`src/rtl/pts_pkg.sv`:
```
package pts_pkg;

    // default table depth
    localparam int TASK_SLOTS_DEF = 8;

    // fixed field widths
    localparam int SLOT_W = 3;
    localparam int PRIO_W = 8;
    localparam int TICK_W = 32;

    // operation codes
    typedef enum logic [1:0] {
        FUNC_CREATE = 2'd0,
        FUNC_DELAY  = 2'd1,
        FUNC_TICK   = 2'd2,
        FUNC_SCHED  = 2'd3
    } func_t;

    // result status codes
    typedef enum logic [1:0] {
        ST_OK         = 2'd0,
        ST_FULL       = 2'd1,
        ST_NO_CURRENT = 2'd2
    } status_t;

    // sequencer states
    typedef enum logic [1:0] {
        S_IDLE,
        S_WALK,
        S_DONE
    } state_t;

    // input beat
    typedef struct packed {
        func_t              func;
        logic [PRIO_W-1:0]  prio;
        logic [TICK_W-1:0]  delay_amount;
    } in_t;

    // result beat
    typedef struct packed {
        logic [SLOT_W-1:0]  slot;
        logic               found;
        status_t            status;
        logic [TICK_W-1:0]  tick_now;
    } out_t;

    // shared compare unit result
    typedef struct packed {
        logic gt;
        logic eq;
    } cmp_res_t;

endpackage

```
`src/rtl/pts_cmp.sv`:
```
module pts_cmp (
    input  logic [pts_pkg::TICK_W-1:0] a,
    input  logic [pts_pkg::TICK_W-1:0] b,
    output pts_pkg::cmp_res_t          res
);

    // unsigned magnitude compare shared by tick and schedule walks
    always_comb begin
        res.gt = (a > b);
        res.eq = (a == b);
    end

endmodule

```
`src/rtl/pts_mem.sv`:
```
module pts_mem #(
    parameter int TASK_SLOTS = pts_pkg::TASK_SLOTS_DEF
) (
    input  logic                          aclk,
    input  logic                          we_prio,
    input  logic                          we_wake,
    input  logic [$clog2(TASK_SLOTS)-1:0] waddr,
    input  logic [pts_pkg::PRIO_W-1:0]    wprio,
    input  logic [pts_pkg::TICK_W-1:0]    wwake,
    input  logic [$clog2(TASK_SLOTS)-1:0] raddr,
    output logic [pts_pkg::PRIO_W-1:0]    rprio,
    output logic [pts_pkg::TICK_W-1:0]    rwake
);

    logic [pts_pkg::PRIO_W-1:0] prio_mem [TASK_SLOTS];
    logic [pts_pkg::TICK_W-1:0] wake_mem [TASK_SLOTS];
    logic [pts_pkg::PRIO_W-1:0] rprio_reg;
    logic [pts_pkg::TICK_W-1:0] rwake_reg;

    // write port
    always_ff @(posedge aclk) begin
        if (we_prio) begin
            prio_mem[waddr] <= wprio;
        end
        if (we_wake) begin
            wake_mem[waddr] <= wwake;
        end
    end

    // registered read port
    always_ff @(posedge aclk) begin
        rprio_reg <= prio_mem[raddr];
        rwake_reg <= wake_mem[raddr];
    end

    assign rprio = rprio_reg;
    assign rwake = rwake_reg;

endmodule

```
`src/rtl/priority_task_scheduler.sv`:
```
// delay, and create on a full table: go from idle straight to the done state, which loads the result
// tick and schedule: walk every slot before the done state; create into slot k: the walk stops at slot k
// s_ready comes back together with the result, so a new beat is taken only once the last result is loaded
// the walk reads one slot a cycle; a result that is not taken holds the block in its done state
// synchronous active-low reset empties the table, clears tick count, current slot
// and output valid; priority and wake memories are not cleared
module priority_task_scheduler #(
    parameter int TASK_SLOTS = pts_pkg::TASK_SLOTS_DEF
) (
    input  logic          aclk,
    input  logic          aresetn,
    input  logic          s_valid,
    output logic          s_ready,
    input  pts_pkg::in_t  s_data,
    output logic          m_valid,
    input  logic          m_ready,
    output pts_pkg::out_t m_data
);

    localparam int IDX_W = $clog2(TASK_SLOTS);
    localparam int CNT_W = $clog2(TASK_SLOTS + 1);
    localparam int PAD_W = pts_pkg::TICK_W - pts_pkg::PRIO_W;

    pts_pkg::state_t state_reg, state_next;
    pts_pkg::func_t  func_reg, func_next;
    logic [pts_pkg::PRIO_W-1:0] prio_reg, prio_next;
    logic [pts_pkg::PRIO_W-1:0] best_prio_reg, best_prio_next;
    logic                       have_reg, have_next;
    logic [IDX_W-1:0]           best_reg, best_next;
    logic [IDX_W-1:0]           walk_reg, walk_next;
    logic [TASK_SLOTS-1:0]      used_reg, used_next;
    logic [TASK_SLOTS-1:0]      delayed_reg, delayed_next;
    logic [CNT_W-1:0]           count_reg, count_next;
    logic [IDX_W-1:0]           cur_reg, cur_next;
    logic [pts_pkg::TICK_W-1:0] tick_reg, tick_next;
    logic [IDX_W-1:0]           res_slot_reg, res_slot_next;
    logic                       res_found_reg, res_found_next;
    pts_pkg::status_t           res_status_reg, res_status_next;
    logic                       m_valid_reg, m_valid_next;
    pts_pkg::out_t              m_data_reg, m_data_next;

    // memory port
    logic                       we_prio, we_wake;
    logic [IDX_W-1:0]           waddr;
    logic [pts_pkg::TICK_W-1:0] wwake;
    logic [pts_pkg::PRIO_W-1:0] rprio;
    logic [pts_pkg::TICK_W-1:0] rwake;

    // compare unit port
    logic [pts_pkg::TICK_W-1:0] cmp_a, cmp_b;
    pts_pkg::cmp_res_t          cmp_res;

    logic [IDX_W+pts_pkg::SLOT_W-1:0] slot_wide;
    logic                             last_slot;
    logic                             take_beat;

    pts_mem #(
        .TASK_SLOTS (TASK_SLOTS)
    ) u_mem (
        .aclk    (aclk),
        .we_prio (we_prio),
        .we_wake (we_wake),
        .waddr   (waddr),
        .wprio   (prio_reg),
        .wwake   (wwake),
        .raddr   (walk_next),
        .rprio   (rprio),
        .rwake   (rwake)
    );

    pts_cmp u_cmp (
        .a   (cmp_a),
        .b   (cmp_b),
        .res (cmp_res)
    );

    // compare operands: wake check on tick, priority race on schedule
    always_comb begin
        if (func_reg == pts_pkg::FUNC_TICK) begin
            cmp_a = tick_reg;
            cmp_b = rwake;
        end else begin
            cmp_a = {{PAD_W{1'b0}}, rprio};
            cmp_b = {{PAD_W{1'b0}}, best_prio_reg};
        end
    end

    assign take_beat = s_valid && s_ready;
    assign last_slot = (walk_reg == IDX_W'(TASK_SLOTS - 1));
    assign slot_wide = {{pts_pkg::SLOT_W{1'b0}}, res_slot_reg};

    // state register
    always_ff @(posedge aclk) begin
        if (!aresetn) begin
            state_reg   <= pts_pkg::S_IDLE;
            used_reg    <= '0;
            delayed_reg <= '0;
            count_reg   <= '0;
            cur_reg     <= '0;
            tick_reg    <= '0;
            m_valid_reg <= 1'b0;
        end else begin
            state_reg   <= state_next;
            used_reg    <= used_next;
            delayed_reg <= delayed_next;
            count_reg   <= count_next;
            cur_reg     <= cur_next;
            tick_reg    <= tick_next;
            m_valid_reg <= m_valid_next;
        end
    end

    // working and result payload
    always_ff @(posedge aclk) begin
        func_reg       <= func_next;
        prio_reg       <= prio_next;
        best_prio_reg  <= best_prio_next;
        have_reg       <= have_next;
        best_reg       <= best_next;
        walk_reg       <= walk_next;
        res_slot_reg   <= res_slot_next;
        res_found_reg  <= res_found_next;
        res_status_reg <= res_status_next;
        m_data_reg     <= m_data_next;
    end

    // sequencer
    always_comb begin
        state_next      = state_reg;
        func_next       = func_reg;
        prio_next       = prio_reg;
        best_prio_next  = best_prio_reg;
        have_next       = have_reg;
        best_next       = best_reg;
        walk_next       = walk_reg;
        used_next       = used_reg;
        delayed_next    = delayed_reg;
        count_next      = count_reg;
        cur_next        = cur_reg;
        tick_next       = tick_reg;
        res_slot_next   = res_slot_reg;
        res_found_next  = res_found_reg;
        res_status_next = res_status_reg;
        m_valid_next    = m_valid_reg;
        m_data_next     = m_data_reg;
        we_prio         = 1'b0;
        we_wake         = 1'b0;
        waddr           = walk_reg;
        wwake           = tick_reg + s_data.delay_amount;

        // result beat taken downstream
        if (m_valid_reg && m_ready) begin
            m_valid_next = 1'b0;
        end

        unique case (state_reg)
            pts_pkg::S_IDLE: begin
                if (take_beat) begin
                    func_next       = s_data.func;
                    prio_next       = s_data.prio;
                    best_prio_next  = '0;
                    have_next       = 1'b0;
                    best_next       = '0;
                    walk_next       = '0;
                    res_slot_next   = '0;
                    res_found_next  = 1'b0;
                    res_status_next = pts_pkg::ST_OK;
                    unique case (s_data.func)
                        pts_pkg::FUNC_CREATE: begin
                            if (count_reg >= CNT_W'(TASK_SLOTS)) begin
                                res_status_next = pts_pkg::ST_FULL;
                                state_next      = pts_pkg::S_DONE;
                            end else begin
                                state_next = pts_pkg::S_WALK;
                            end
                        end
                        pts_pkg::FUNC_DELAY: begin
                            // sleep the current task if it exists
                            if (used_reg[cur_reg]) begin
                                we_wake               = 1'b1;
                                waddr                 = cur_reg;
                                delayed_next[cur_reg] = 1'b1;
                            end else begin
                                res_status_next = pts_pkg::ST_NO_CURRENT;
                            end
                            state_next = pts_pkg::S_DONE;
                        end
                        pts_pkg::FUNC_TICK: begin
                            tick_next  = tick_reg + 1'b1;
                            state_next = pts_pkg::S_WALK;
                        end
                        pts_pkg::FUNC_SCHED: begin
                            state_next = pts_pkg::S_WALK;
                        end
                        default: begin
                            state_next = pts_pkg::S_DONE;
                        end
                    endcase
                end
            end

            pts_pkg::S_WALK: begin
                walk_next = walk_reg + 1'b1;
                if (last_slot) begin
                    walk_next  = '0;
                    state_next = pts_pkg::S_DONE;
                end
                unique case (func_reg)
                    pts_pkg::FUNC_CREATE: begin
                        // claim the lowest free slot
                        if (!used_reg[walk_reg]) begin
                            we_prio                = 1'b1;
                            used_next[walk_reg]    = 1'b1;
                            delayed_next[walk_reg] = 1'b0;
                            count_next             = count_reg + 1'b1;
                            res_slot_next          = walk_reg;
                            state_next             = pts_pkg::S_DONE;
                        end else if (last_slot) begin
                            res_status_next = pts_pkg::ST_FULL;
                        end
                    end
                    pts_pkg::FUNC_TICK: begin
                        // wake when tick count reaches the wake tick
                        if (used_reg[walk_reg] && delayed_reg[walk_reg]
                                && (cmp_res.gt || cmp_res.eq)) begin
                            delayed_next[walk_reg] = 1'b0;
                        end
                    end
                    pts_pkg::FUNC_SCHED: begin
                        // highest priority ready task, lowest slot on ties
                        if (used_reg[walk_reg] && !delayed_reg[walk_reg]
                                && (!have_reg || cmp_res.gt)) begin
                            have_next      = 1'b1;
                            best_next      = walk_reg;
                            best_prio_next = rprio;
                        end
                        if (last_slot && have_next) begin
                            cur_next       = best_next;
                            res_slot_next  = best_next;
                            res_found_next = 1'b1;
                        end
                    end
                    default: begin
                        state_next = pts_pkg::S_DONE;
                    end
                endcase
            end

            pts_pkg::S_DONE: begin
                // load the output register once it is free
                if (!m_valid_reg || m_ready) begin
                    m_valid_next         = 1'b1;
                    m_data_next.slot     = slot_wide[pts_pkg::SLOT_W-1:0];
                    m_data_next.found    = res_found_reg;
                    m_data_next.status   = res_status_reg;
                    m_data_next.tick_now = tick_reg;
                    state_next           = pts_pkg::S_IDLE;
                end
            end

            default: begin
                state_next = pts_pkg::S_IDLE;
            end
        endcase
    end

    assign s_ready = (state_reg == pts_pkg::S_IDLE);
    assign m_valid = m_valid_reg;
    assign m_data  = m_data_reg;

endmodule

```
`config.mk`:
```
export PLATFORM = sky130hd
export DESIGN_NAME = priority_task_scheduler
export DESIGN_NICKNAME = d
export VERILOG_FILES = /design/src/rtl/pts_pkg.sv /design/src/rtl/pts_cmp.sv /design/src/rtl/pts_mem.sv /design/src/rtl/priority_task_scheduler.sv
export SDC_FILE = /design/constraint.sdc
export NUM_CORES = 1
export LEC_CHECK = 0
export ABC_CLOCK_PERIOD_IN_PS = 11300
export BUFFER_PORTS_ARGS = -buffer_cell sky130_fd_sc_hd__buf_2
export CAP_MARGIN = 20
export CORE_AREA = 2 2 336 271
export CTS_CLUSTER_DIAMETER = 40
export DETAILED_ROUTE_END_ITERATION = 10
export DIE_AREA = 0 0 338 273
export GPL_TIMING_DRIVEN = 0
export PLACE_DENSITY_LB_ADDON = 0.12
export SETUP_SLACK_MARGIN = 0.15
export SYNTH_ARGS = -nofsm -noshare
export SYNTH_HDL_FRONTEND = slang
export SYNTH_SLANG_ARGS = --single-unit
export TNS_END_PERCENT = 100
```
`constraint.sdc`:
```
create_clock -name aclk -period 11.3 [get_ports aclk]
set_input_delay 1.695 -clock aclk [delete_from_list [all_inputs] [get_ports aclk]]
set_output_delay 1.695 -clock aclk [all_outputs]
set_load 0.005 [all_outputs]
```
==> impl_metrics.csv <==
group,metric,value,unit
status,status,"completed",
critical_path,cp-start-kind,"flip-flop",
logic_synthesis,synth-edff-count,386,
grt,use_met2,21.54,%
logic_synthesis,synthFlopType,"edfxtp_1",
routing,routed_via_density,4.467,
critical_path,path_common_cell,"clkbuf_1",
place,dp.final_hpwl,47140,um
finish,final_cell_mix,"nand2_1, edfxtp_1, nand3_1, dfxtp_1, buf_2",
routing,drc_errors,0,
timing,fmax,0.1523,GHz
finish,fillers,9048,
critical_path,slowest_delay,0.72,ns
critical_path,cpLargestDelayFamily,"buffers and inverters",
power_and_ir_drop,p_per_area,191.9,mW/mm^2
clocking,insertion_delay,0.62,ns
logic_synthesis,synthAdderAreaFrac,4.105,%
clocking,cts_root_buffer,"clkbuf_16",
grt,top_usage_layer,"met2",
timing,skew,0.02735,ns
finish,multiInputGateArea,0.007178,sq mm
timing,slew_headroom,6.858,%
critical_path,criticalPathCategory,"flip-flop to flip-flop",
grt,use_met3,3.065,%
critical_path,r2r-end,"cur_reg[2]",
routing,drt_first_pass_iters,5,
logic_synthesis,syn-num-nets,1980,
floorplanning,num_rows,98,
finish,nets,2169,
floorplanning,die_y,273,um
worst_hold_path,hold_depth,0,
timing,rsz0062_at_grt,"false",
logic_synthesis,seq_area_frac_synth,64.18,%
logic_synthesis,ys_seq_elements,487,
critical_path,cp.required,11.80,ns
grt,first_global_vias,14530,
timing,fin_ws,4.735,ns
grt,grt_pass1_wl,97490,um
grt,gr-usage-met1,20.99,%
critical_path,reg2reg_slack,4.74,ns
finish,area_growth_syn_to_layout,24.20,%
floorplanning,initial_core_util,23.86,%
place,place_area,0.02342,sq mm
worst_hold_path,worstHoldStart,"res_slot_reg[2]",
critical_path,r2r_start,"func_reg[1]",
critical_path,path_cells,"clkbuf_1, nor2b_1, clkbuf_1, clkbuf_1, clkbuf_1, nand2_1, ha_1, nand4_1, nor2_1, nand2_1, nor4_1, a21boi_0, o21ai_0, a21o_1, or2_2, o221a_2",
critical_path,arrival,7.06,ns
worst_hold_path,hold_class,"flip-flop to flip-flop",
timing,fin_crit,6.565,ns
clocking,clock_path_buffers,3,
finish,fin_cells,3325,
power_and_ir_drop,ir_drop,0.00009670,V
finish,fin_area,0.02635,sq mm
routing,vias,14850,
logic_synthesis,synth_mux_area_share,1.569,%
logic_synthesis,synthArstFlopShare,0,%
clocking,htree_levels,3,
logic_synthesis,synth-xor-area-share,2.230,%
critical_path,cp-end-kind,"flip-flop",
logic_synthesis,synthCells,1865,
critical_path,cp_max_fo,10,
logic_synthesis,synth_compound_area_share,6.931,%
timing,setup_tns,0,ns
clocking,cts_tree,"built",
clocking,clk_pin_slew,0.05,ns
critical_path,slowest_stage,"clkbuf_1",
floorplanning,ios,86,
logic_synthesis,synthSimpleGateAreaFrac,18.69,%
clocking,ctsHoldBuffers,0,
place,pre_cts_ws,4.570,ns
timing,hold_viol_final,0,
logic_synthesis,ys_warn_count,0,
place,numPortBuffers,85,
timing,final_max_slew_viol_count,0,
finish,drive_gt1_share,13.98,%
critical_path,r2r_cells,16,
logic_synthesis,synth_top_family_by_area,"simple AND/OR/NAND/NOR gates",
timing,setup_violations,0,
floorplanning,die_w,338,um
clocking,post_cts_resized,0,
grt,grt_max_degree,33,
timing,timing.final.crit_share,58.09,%
grt,overflow,0,
place,placed_cells,3162,
routing,detail_route.iter0.violations,1020,
floorplanning,dieArea,0.09227,sq mm
clocking,cts_setup_buffers,0,
routing,ant_nets,0,
timing,tightestPinTransition,1.397,ns
job,max-cap-violations,0,
floorplanning,core,0.08890,sq mm
finish,final_common_cell,"nand2_1",
finish,largest_reg_flops,256,
critical_path,worst-path-buf-inv,4,
routing,wl_per_cell,20.11,um
power_and_ir_drop,p_total,0.005055,W
clocking,cts_buffers,87,
power_and_ir_drop,p_leak,9.805,nW
worst_hold_path,min_to,"m_data[37]",
finish,regArea,0.01361,sq mm
logic_synthesis,syn_avg_cell_area,11.37,sq um
logic_synthesis,ys_types,70,
grt,antenna_found_initial,3,
logic_synthesis,synth_area,0.02121,sq mm
routing,wl,66860,um
clocking,cts_sinks,487,
grt,grtUsageTotal,14.43,%
place,gp_congestion,0.8004,
-- layer usage --
metal	vias to the layer above	part of all wire, %
met5	-	0
met4	0	2.1
met3	108	5.5
met2	374	43
met1	7298	49
li1	7072	-
-- cell type report --
type / instances / area share (%)
multi-input cells: 1256 / 27.25
diodes: 1 / 0.009498
flip-flops and latches: 487 / 51.67
well taps: 1200 / 5.699
clock inverters: 51 / 1.928
plain buffers: 90 / 1.396
clock buffers: 108 / 9.066
inverters: 32 / 0.4559
repair buffers: 100 / 2.527
-- power breakdown --
group          internal [W]  switching (W)
Combinational      0.000138       0.000329
Sequential          0.00199      0.0000292
Clock               0.00165       0.000922
-- worst register-to-register path, delay by kind of cell, from the launching register on --
family          cells  cell delay (ns)
buf+inv             4             2.13
fa+ha+maj           1             0.31
compound gates      4             1.64
flops               1             0.31
simple gates        7             2.05
-- stage by stage --
stage / hold slack, ns / utilization, %
3_3_place_gp: 0.4128 / 26.03
2_1_floorplan: 0.4003 / -
5_1_grt: 0.4387 / 29.63
4_1_cts: 0.4256 / 29.61
6_report: 0.4228 / 29.64
3_5_place_dp: 0.4147 / 26.35
-- cells in the mapped netlist, types with 4 or more instances --
cell type  number  share of area (%)
a211oi_1        6               0.21
a21boi_0       13               0.46
a21o_1         21               0.74
a21oi_1        46                1.1
a31oi_1        11               0.32
and2_1         60                1.8
and3_1         14               0.41
buf_2          12               0.28
clkbuf_1       74                1.3
dfxtp_1       101                9.5
edfxtp_1      386                 55
ha_1           68                4.0
inv_1          30               0.53
mux2_2          8               0.42
mux2i_1        17               0.80
nand2_1       441                7.8
nand2b_1       11               0.32
nand3_1       216                5.1
nand4_1        13               0.38
nor2_1         61                1.1
nor2b_1        11               0.32
nor3_1         15               0.35
o21a_1         17               0.60
o21ai_0        77                1.8
o221ai_1        4               0.17
or2_2           6               0.18
or3_1          12               0.35
xnor2_1        35                1.4
xor2_1         19               0.78
-- worst max-delay path by stage --
stage | startpoint | endpoint | slack [ns] | cells past startpoint
finish | func_reg[1] | cur_reg[2] | 4.74 | 16
global route | func_reg[1] | best_prio_reg[4] | 4.32 | 16
CTS | func_reg[1] | best_prio_reg[7] | 4.53 | 16
detailed placement | func_reg[1] | best_prio_reg[7] | 4.57 | 16
global placement | func_reg[1] | best_prio_reg[5] | 3.48 | 15
floorplan | s_valid | u_mem.wake_mem[7][0] | 6.54 | 6
-- cell families (layout without fill, tap and decap cells) --
family | count (synthesis) | in the layout
simple gates | 876 | 876
flops | 487 | 487
compound gates | 228 | 228
buf+inv | 122 | 381
fa+ha+maj | 69 | 69
xor+xnor | 54 | 54
mux | 29 | 29
other cells | 0 | 1
Note: power is estimated with default switching activity, not from simulation.
